## config.mk

```make
export PLATFORM = sky130hd
export DESIGN_NAME = prh_ram
export DESIGN_NICKNAME = d
export VERILOG_FILES = /design/src/rtl/prh_ram.sv
export SDC_FILE = /design/constraint.sdc
export NUM_CORES = 1
export LEC_CHECK = 0
export BUFFER_PORTS_ARGS = -buffer_cell sky130_fd_sc_hd__buf_2
export CAP_MARGIN = 20
export CORE_MARGIN = 1.5
export CORE_UTILIZATION = 35
export CTS_BUF_LIST = sky130_fd_sc_hd__clkbuf_4
export DETAILED_ROUTE_END_ITERATION = 8
export HOLD_SLACK_MARGIN = 0.03
export SKIP_CTS_REPAIR_TIMING = 1
export SLEW_MARGIN = 25
export SYNTH_ARGS = -nofsm -noshare
export SYNTH_HDL_FRONTEND = slang
export SYNTH_SLANG_ARGS = --single-unit
```

## constraint.sdc

```tcl
create_clock -name clk -period 3.7 [get_ports clk]
set_clock_uncertainty 0.15 [all_clocks]
set_input_delay 0.37 -clock clk [delete_from_list [all_inputs] [get_ports clk]]
set_output_delay 0.37 -clock clk [all_outputs]
set_load 0.005 [all_outputs]
```

## src/rtl/prh_ram.sv

```systemverilog
// generic simple dual-port ram with registered read
module prh_ram #(
    parameter int WIDTH = 8,
    parameter int DEPTH = 16
) (
    input  logic                     clk,
    input  logic                     wr_en,
    input  logic [$clog2(DEPTH)-1:0] wr_addr,
    input  logic [WIDTH-1:0]         wr_data,
    input  logic [$clog2(DEPTH)-1:0] rd_addr,
    output logic [WIDTH-1:0]         rd_data
);

    logic [WIDTH-1:0] mem [DEPTH];

    // write port
    always_ff @(posedge clk)
    begin
        if (wr_en)
        begin
            mem[wr_addr] <= wr_data;
        end
    end

    // registered read port
    always_ff @(posedge clk)
    begin
        rd_data <= mem[rd_addr];
    end

endmodule

```

==> impl_metrics.toml <==
[run_status]
outcome = "finished, final reports clean"

[sta]
hold_viol = 0
timing.final.max_slew_violations = 0
tightest_slew_ps = 1040
final-setup-viol-count = 0
timing.slew.headroom = 0.307
rsz_0062_raised_after_global_routing = "false"
fin_crit_sh = 0.469
tns_ps = 0
highest_achievable_clock_rate_mhz = 577
period_needed_ps = 1730

[yosys]
yosys_warnings = 0
syn_area_um2 = 5150
yosys.area.top_type_share = 0.747
syn_nets = 247
synth_seq_area_share = 0.778
synthesized_instance_count = 229
synth.area.top_cells = "sky130_fd_sc_hd__edfxtp_1, sky130_fd_sc_hd__mux4_2, sky130_fd_sc_hd__mux4_1"
postSynthRegisterBits = 136
post_synth.cell_area_avg_um2 = 22.5
synth_largest_area_cell = "sky130_fd_sc_hd__edfxtp_1"
number_of_distinct_library_cells_after_synthesis = 19

[cts]
maximum_count_of_clock_buffers_along_a_single_path = 2
clock-root-buffer = "sky130_fd_sc_hd__clkbuf_4"
clk_pin_slew_ps = 120
clock_latency_ps = 530
cts.sinks = 136
tritoncts.num_buffers = 17
clock_tree.htree_level_count = 4
tritoncts = "yes"

[worst_setup_path]
critical_path_peak_fanout = 16
critPathLaunchType = "primary input"
timing.critical_path.to_type = "flip-flop"
worst_ep_required_time_ps = 3970
r2r-end = "rd_data[6]"
reg2reg_setup_slack_ps = 2160
reg2reg_from = "mem[11][6]"
worst-endpoint-arrival_ps = 2000
setup.worst_path.class = "in -> reg"
rr_worst_depth = 3

[min_path]
worst_hold_startpoint = "wr_data[3]"
timing.hold.worst_path_depth = 1
hold_path_end = "mem[9][3]"
timing.hold.worst.class = "in -> reg"

[global_routing]
wire_length_of_the_first_global_routing_pass_um = 15000
grt_overflow = 0
grt_antenna_before_repair = 1
grt_pass1_vias = 2472
grt_max_degree = 33
global_route.usage.total = 0.135

[place]
portBuffers = 25
placed_cells_incl_taps = 435
gp_congestion = 0.707
dpl_wire_length_um = 6300

[route]
route.detailed.drc = 0
detailedRoute.firstIterationViolations = 154
wl_um = 9850
viasPerCell = 5.13
detail_route.first_pass.iterations = 4
ant_nets = 0
vias = 2408
drt-wirelength-per-cell_um = 21.0

[layout]
drive_gt1_frac = 0.296
area.growth.synth_to_final_pct = 12.8
final_nets = 289
mostFrequentLayoutCells = "sky130_fd_sc_hd__edfxtp_1, sky130_fd_sc_hd__buf_2, sky130_fd_sc_hd__clkbuf_4"
final_common_cell = "sky130_fd_sc_hd__edfxtp_1"
finish.cell_count_without_fillers = 469

[floorplan]
initial_cell_density_of_the_core = 0.357
core.rowCount = 44
core_um2 = 14400
dieWidth_um = 124
top_level_ports = 26
die_area_um2 = 15400
fp.dieH_um = 124

[power_and_ir_drop]
worst_ir_drop_vdd_v = 0.000331
p_per_area_nw_per_um2 = 509
static-leakage-power_nw = 1.90

[flow_run]
maxCapViolations = 0
## cell type report
type | count | area (µm²)
Sequential cell | 136 | 4000
Antenna cell | 1 | 2.50
Timing Repair Buffer | 33 | 188
Multi-Input combinational cell | 83 | 1060
Fill cell | 1282 | 8620
Tap cell | 184 | 230
Clock buffer | 19 | 143
Clock inverter | 13 | 179
## critical path, cell delays in order
cell and delay (ps):
sky130_fd_sc_hd__buf_2 310, sky130_fd_sc_hd__buf_4 370, sky130_fd_sc_hd__mux4_1 590, sky130_fd_sc_hd__a22oi_1 270, sky130_fd_sc_hd__nand2_1 90
## how the worst max path moves through the flow
| stage | startpoint | end | slack [ps] |
|---|---|---|---|
| 6_report | rd_addr[0] | rd_data[5] | 1970 |
| 5_1_grt | rd_addr[0] | rd_data[3] | 1880 |
| 4_1_cts | rd_addr[0] | rd_data[3] | 1940 |
| 3_5_place_dp | rd_addr[0] | rd_data[3] | 1370 |
| 3_3_place_gp | rd_addr[0] | rd_data[3] | 1390 |
| 2_1_floorplan | wr_addr[2] | mem[0][0] | 1690 |
## synthesized netlist by cell type (all sizes together)
master / count
mux4: 32
buf: 7
nand3b: 2
nor3: 4
nand2b: 2
or3b: 1
and2: 1
nor2b: 1
nor2: 13
nand2: 9
and2b: 1
nand3: 1
dfxtp: 8
a22oi: 16
edfxtp: 128
clkdlybuf4s25: 3
## stage by stage
step	area [µm²]	setup WS, ps	utilization	hold slack [ps]	total power [mW]
final	5810	1970	0.402	79.4	2.96
after global routing	5800	1880	0.402	37.0	3.06
after CTS	5790	1940	0.401	47.4	2.98
after detailed placement	5470	1370	0.379	523	1.92
after global placement	5470	1390	0.379	512	1.92
after floorplan	5150	1690	-	319	1.85
## sequential cells by signal, summed over array words and instances, names as in the netlist
register	cells
rd_data	8
mem	128
## cell families (layout without fill, tap and decap cells)
kind of cell           count (synthesis)  count (layout)  synth area share
buffers and inverters                 10              65            0.0168
multiplexers                          32              32             0.150
flip-flops                           136             136             0.778
AO/OA/AOI/OAI                         16              16            0.0233
other                                  0               1                 0
AND/OR/NAND/NOR                       35              35            0.0318
## routing by layer
metal / vias to the layer above / share of wire / GRT usage / routed length, µm
li1: 1061 / - / - / -
met1: 1265 / 0.46 / 0.187 / 4540
met2: 73 / 0.47 / 0.201 / 4660
met3: 9 / 0.057 / 0.0481 / 561
met4: 0 / 0.0090 / 0.0446 / 89
met5: - / 0 / 0 / 0
## where the power goes
| group | leakage (nW) | internal (mW) | total, mW | switching [mW] |
|---|---|---|---|---|
| logic | 0.511 | 0.0643 | 0.155 | 0.0903 |
| clock network | 0.164 | 0.547 | 1.07 | 0.526 |
| registers | 1.22 | 1.72 | 1.73 | 0.00955 |
| total | 1.90 | 2.33 | 2.96 | 0.625 |
(Power assumes the default switching activity.)
