==> config.mk <==
export PLATFORM = sky130hd
export DESIGN_NAME = prh_alu
export DESIGN_NICKNAME = d
export VERILOG_FILES = /design/src/rtl/prh_pkg.sv /design/src/rtl/prh_alu.sv
export SDC_FILE = /design/constraint.sdc
export NUM_CORES = 1
export LEC_CHECK = 0
export ABC_AREA = 1
export BUFFER_PORTS_ARGS = -buffer_cell sky130_fd_sc_hd__buf_2
export CORE_ASPECT_RATIO = 0.7
export CORE_MARGIN = 1
export CORE_UTILIZATION = 54
export DETAILED_ROUTE_END_ITERATION = 16
export PLACE_DENSITY = 0.84
export REMOVE_ABC_BUFFERS = 1
export SYNTH_ARGS = -nofsm -noshare
export SYNTH_HDL_FRONTEND = slang
export SYNTH_SLANG_ARGS = --single-unit
export TNS_END_PERCENT = 100
==> constraint.sdc <==
create_clock -name vclk -period 4.8
set_input_delay 0.48 -clock vclk [all_inputs]
set_output_delay 0.48 -clock vclk [all_outputs]
set_load 0.05 [all_outputs]
==> src/rtl/prh_pkg.sv <==
// shared types and constants of the probe rtt hop statistics block
package prh_pkg;

    // field widths
    localparam int HOP_W     = 5;
    localparam int SEQ_W     = 16;
    localparam int DATA_W    = 32;
    localparam int TOTAL_W   = 48;
    localparam int SEQ_OUT_W = 8;
    localparam int ALU_W     = 48;
    localparam int S_PAD_W   = 3;
    localparam int M_PAD_W   = 3;

    // result status codes
    localparam logic [1:0] STATUS_ISSUED   = 2'd0;
    localparam logic [1:0] STATUS_ACCEPTED = 2'd1;
    localparam logic [1:0] STATUS_IGNORED  = 2'd2;

    // item kind carried on the input tuser
    typedef enum logic {
        OP_SEND  = 1'b0,
        OP_REPLY = 1'b1
    } op_t;

    // sequencer states
    typedef enum logic [3:0] {
        ST_CLEAR,
        ST_IDLE,
        ST_PROBE,
        ST_LOOKUP,
        ST_MATCH,
        ST_HOP_RD,
        ST_LOAD,
        ST_ADDR,
        ST_BEST,
        ST_WORST,
        ST_TOTAL,
        ST_RETURN,
        ST_SENT,
        ST_WRITE
    } state_t;

    // shared adder operation
    typedef enum logic {
        ALU_ADD = 1'b0,
        ALU_SUB = 1'b1
    } alu_op_t;

    typedef struct packed {
        alu_op_t            op;
        logic [ALU_W-1:0]   a;
        logic [ALU_W-1:0]   b;
    } alu_req_t;

    typedef struct packed {
        logic               carry;
        logic [ALU_W-1:0]   sum;
    } alu_res_t;

    // one entry of the sequence table
    typedef struct packed {
        logic               in_flight;
        logic [HOP_W-1:0]   hop;
        logic [DATA_W-1:0]  send_time;
    } slot_entry_t;

    // per-hop statistics record
    typedef struct packed {
        logic [TOTAL_W-1:0] total;
        logic [DATA_W-1:0]  addr;
        logic [DATA_W-1:0]  inconsist;
        logic [DATA_W-1:0]  sent;
        logic [DATA_W-1:0]  returned;
        logic [DATA_W-1:0]  best;
        logic [DATA_W-1:0]  worst;
    } hop_stats_t;

    // input tdata layout, last field in the lowest bits
    typedef struct packed {
        logic [S_PAD_W-1:0] pad;
        logic [DATA_W-1:0]  timestamp_us;
        logic [DATA_W-1:0]  reply_addr;
        logic [SEQ_W-1:0]   seq_number;
        logic [HOP_W-1:0]   hop_index;
    } in_item_t;

    // output tdata layout, last field in the lowest bits
    typedef struct packed {
        logic [M_PAD_W-1:0]   pad;
        logic [DATA_W-1:0]    hop_address;
        logic [DATA_W-1:0]    inconsist_count;
        logic [DATA_W-1:0]    sent_count;
        logic [DATA_W-1:0]    returned_count;
        logic [TOTAL_W-1:0]   total_us;
        logic [DATA_W-1:0]    worst_us;
        logic [DATA_W-1:0]    best_us;
        logic [DATA_W-1:0]    rtt_us;
        logic [SEQ_OUT_W-1:0] seq_out;
        logic [HOP_W-1:0]     hop_out;
    } result_t;

    localparam int S_TDATA_W = $bits(in_item_t);
    localparam int M_TDATA_W = $bits(result_t);

endpackage

==> src/rtl/prh_alu.sv <==
// shared 48-bit add and subtract unit with carry out
module prh_alu (
    input  prh_pkg::alu_req_t req,
    output prh_pkg::alu_res_t res
);

    localparam int ALU_W = prh_pkg::ALU_W;

    logic [ALU_W-1:0] b_eff;
    logic             is_sub;

    // subtract as a plus inverted b plus one; carry set means no borrow
    assign is_sub = (req.op == prh_pkg::ALU_SUB);
    assign b_eff  = is_sub ? ~req.b : req.b;
    assign {res.carry, res.sum} = {1'b0, req.a} + {1'b0, b_eff} + (ALU_W + 1)'(is_sub);

endmodule

==> out/results.md <==
| Result | Value |
|:---|:---|
| Initial Util | 57.24% |
| Total global routing overflow | 0 |
| Combined area of all synthesized cells | 4641 sq um |
| Synthesized-area fraction occupied by xor and xnor cells | 14.34% |
| Maximum frequency from static timing analysis | 0.2937 GHz |
| Routability congestion estimate | 1.056 |
| Static power due to leakage | 3.534 nW |
| Detailed router's first-iteration violation count | 448 |
| Std cell rows | 27 |
| Period utilization | 70.94% |
| Category of the critical setup timing path | in -> out |
| Number of nets in the finished design | 1194 |
| Flip-flop and latch area | 0 sq um |
| Status | finished, final reports clean |
| Setup Fix Bufs, Post-CTS | 0 |
| Area of the die | 8974 sq um |
| Number of hold buffers added after CTS | 0 |
| # DRC | 0 |
| Final max-slew violation count | 0 |
| Top cells by area, synth | nand2_1 (28%), inv_1 (15%), ha_1 (13%), xor2_1 (13%), nor2_1 (4.7%) |
| Simple-gate area share of the yosys netlist | 49.10% |
| Count of instances resized after the clock tree is built | 0 |
| Number of failing setup endpoints in the final timing report | 0 |
| Pin count of the biggest net entering global routing | 49 |
| Part of the Yosys area used for sequential elements | 0% |
| CLK BUF | 0 |
| Internal Pwr Total | 0.3894 mW |
| Endpoints failing hold | 0 |
| Max Cap Violations | 0 |
| Setup tns final | 0 ps |
| Synth-to-layout area growth | 18.36% |
| Master of the slowest instance on the critical path | fa_1 |
| Mapped Avg Cell Area | 5.145 sq um |
| Vias per inst | 5.014 |
| Clock period minus worst slack | 3405 ps |
| Area fraction in compound gates after synthesis | 6.498% |
| Multiplexer fraction of the synthesized cell area | 0% |
| Critical path data arrival time | 2920 ps |
| Yosys cell types | 27 |
| Vias in the first global route | 4971 |
| Detail Route Antenna Nets | 0 |
| Hpwl dp | 13.87 mm |
| Power per Cell Area | 264.6 nW/um^2 |
| Avg WL per Cell | 13.53 um |
| Switching part of the total power | 73.21% |
| Fraction of power consumed by sequential logic | 0% |
| Slew HR | 72.77% |
| Critical path endpoint category | output pin |
| Yosys warnings | 0 |
| Post-Synth Adder-Cell Area | 13.91% |
| Actual slew at the worst max-slew pin | 405.4 ps |
| I/O pin total | 146 |
| Worst Setup Start Kind | primary input |
| Final critical-path setup slack | 1395 ps |
| Number of sequential cells | 0 |
| Series of cell instances along the critical path | buf_2, buf_12, nand2_1, nand2_1, inv_1, fa_1, inv_1, nand3_1, nand3_1, nand2_1, nand2_2, inv_1, o21bai_2, nand2_1, nand2_1, nand2_1, nand2_1, buf_2 |
| Part of the power in combinational logic | 100.0% |
| Ant. Diodes | 0 |
| Setup slack after placement | 1400 ps |
| Number of standard cells after synthesis | 902 |
| Setup repair after global routing missed its margin | no |
| First-pass GRT wire length | 24.47 mm |
| Yosys top cell area share | 28.07% |
| Leading area contributor after synthesis | nand2_1 |
| Part of the power in the clock network | 0% |
| Core ar. | 8108 sq um |
| Width of the die | 112.8 um |
| Number of buffers inserted by port buffering | 146 |
| Via count of the routed design | 5741 |
| Number of antenna violations at the first check in global routing | 0 |
| Worst-case vdd ir drop | 0.0001638 V |
| Switching pwr | 1.064 mW |
| Data required, critical path | 4320 ps |
| Worst min-delay path category | in -> out |
| Overall fraction of global-route tracks in use | 34.52% |
| Drt first pass iters | 5 |
| Total routed wirelength | 15.49 mm |
| Top fanout value on the critical path | 48 |
| Slowest stage delay, CP | 400 ps |
| Main combinational cell family by area after synthesis | simple AND/OR/NAND/NOR gates |
| Cell repeated most along the worst path | nand2_1 |
| Proportion of layout cells with a drive suffix above 1 | 20.40% |
| Die Span Y | 79.56 um |
-- cells in the final DEF (no fill, tap or decap) --
master      n
nor3_1     10
inv_2       6
nand2_1   347
ha_1       50
xor2_1     69
buf_2     146
nor2_4      5
o21bai_1    8
nand4_1    11
nor3_2      3
nand3_1    36
o21a_1      1
a21o_1      1
nor2_1     58
inv_1     185
clkinv_1    2
fa_1        1
nand3b_1    2
a21oi_1    37
nand3b_2    2
o21bai_2    1
nand3_2     4
nor2_2     22
buf_12      1
o21ai_0     6
nand2_2    22
nand3b_4    1
xnor2_1     7
-- power groups by stage --
stage                     Clock [mW]  Sequential [mW]  Combinational [mW]
final                              0                0                1.45
after global routing               0                0                1.56
after CTS                          0                0                1.43
after detailed placement           0                0                1.43
after global placement             0                0                1.42
after floorplan                    0                0                1.07
-- cells in the mapped netlist (8+ instances only) --
| master | number |
|---|---|
| a21oi_1 | 37 |
| ha_1 | 50 |
| inv_1 | 185 |
| nand2_1 | 347 |
| nand2_2 | 22 |
| nand3_1 | 36 |
| nand4_1 | 11 |
| nor2_1 | 58 |
| nor2_2 | 22 |
| nor3_1 | 10 |
| o21bai_1 | 8 |
| xor2_1 | 69 |
-- stage by stage --
| stage | area [sq um] | utilization [%] | power [mW] | std cells | hold WS (ps) |
|---|---|---|---|---|---|
| floorplan | 4616 | - | 1.075 | 897 | 1228 |
| global placement | 5493 | 67.75 | 1.424 | 1145 | 1310 |
| detailed placement | 5493 | 67.75 | 1.426 | 1145 | 1309 |
| CTS | 5493 | 67.75 | 1.431 | 1145 | 1309 |
| global route | 5493 | 67.75 | 1.564 | 1145 | 1327 |
| finish | 5493 | 67.75 | 1.454 | 1145 | 1308 |
-- metal layers --
metal  track usage, %  vias up  part of all wire (%)
met2            50.80      233                    37
met3            4.708       14                    11
met4            1.467        0                  0.74
met1            54.08     2493                    51
met5                0        -                     0
li1                 -     3001                     -
-- worst paths after layout --
kind,startpoint,endpoint,cells past startpoint
worst max-delay path,req[96],res[32],18
worst min-delay path,req[48],res[0],3
-- critical path: cells and delay by family --
kind / cells / cell delay, ps
buffers and inverters: 6 / 870
and+or+nand+nor: 10 / 1030
adders and majority gates: 1 / 400
AOI/OAI and AO/OA: 1 / 140
-- layout make-up --
| class | instances | area [sq um] |
|---|---|---|
| fillers | 844 | 2615 |
| multi-input cells | 704 | 3891 |
| inverters | 193 | 724.4 |
| well taps | 101 | 126.4 |
| repair buffers | 147 | 750.7 |
-- cells by family after synthesis --
logic type / Yosys count
simple gates: 523
buf+inv: 198
xor+xnor: 76
compound gates: 54
fa+ha+maj: 51
No activity file was read; power rests on OpenSTA's default activity.
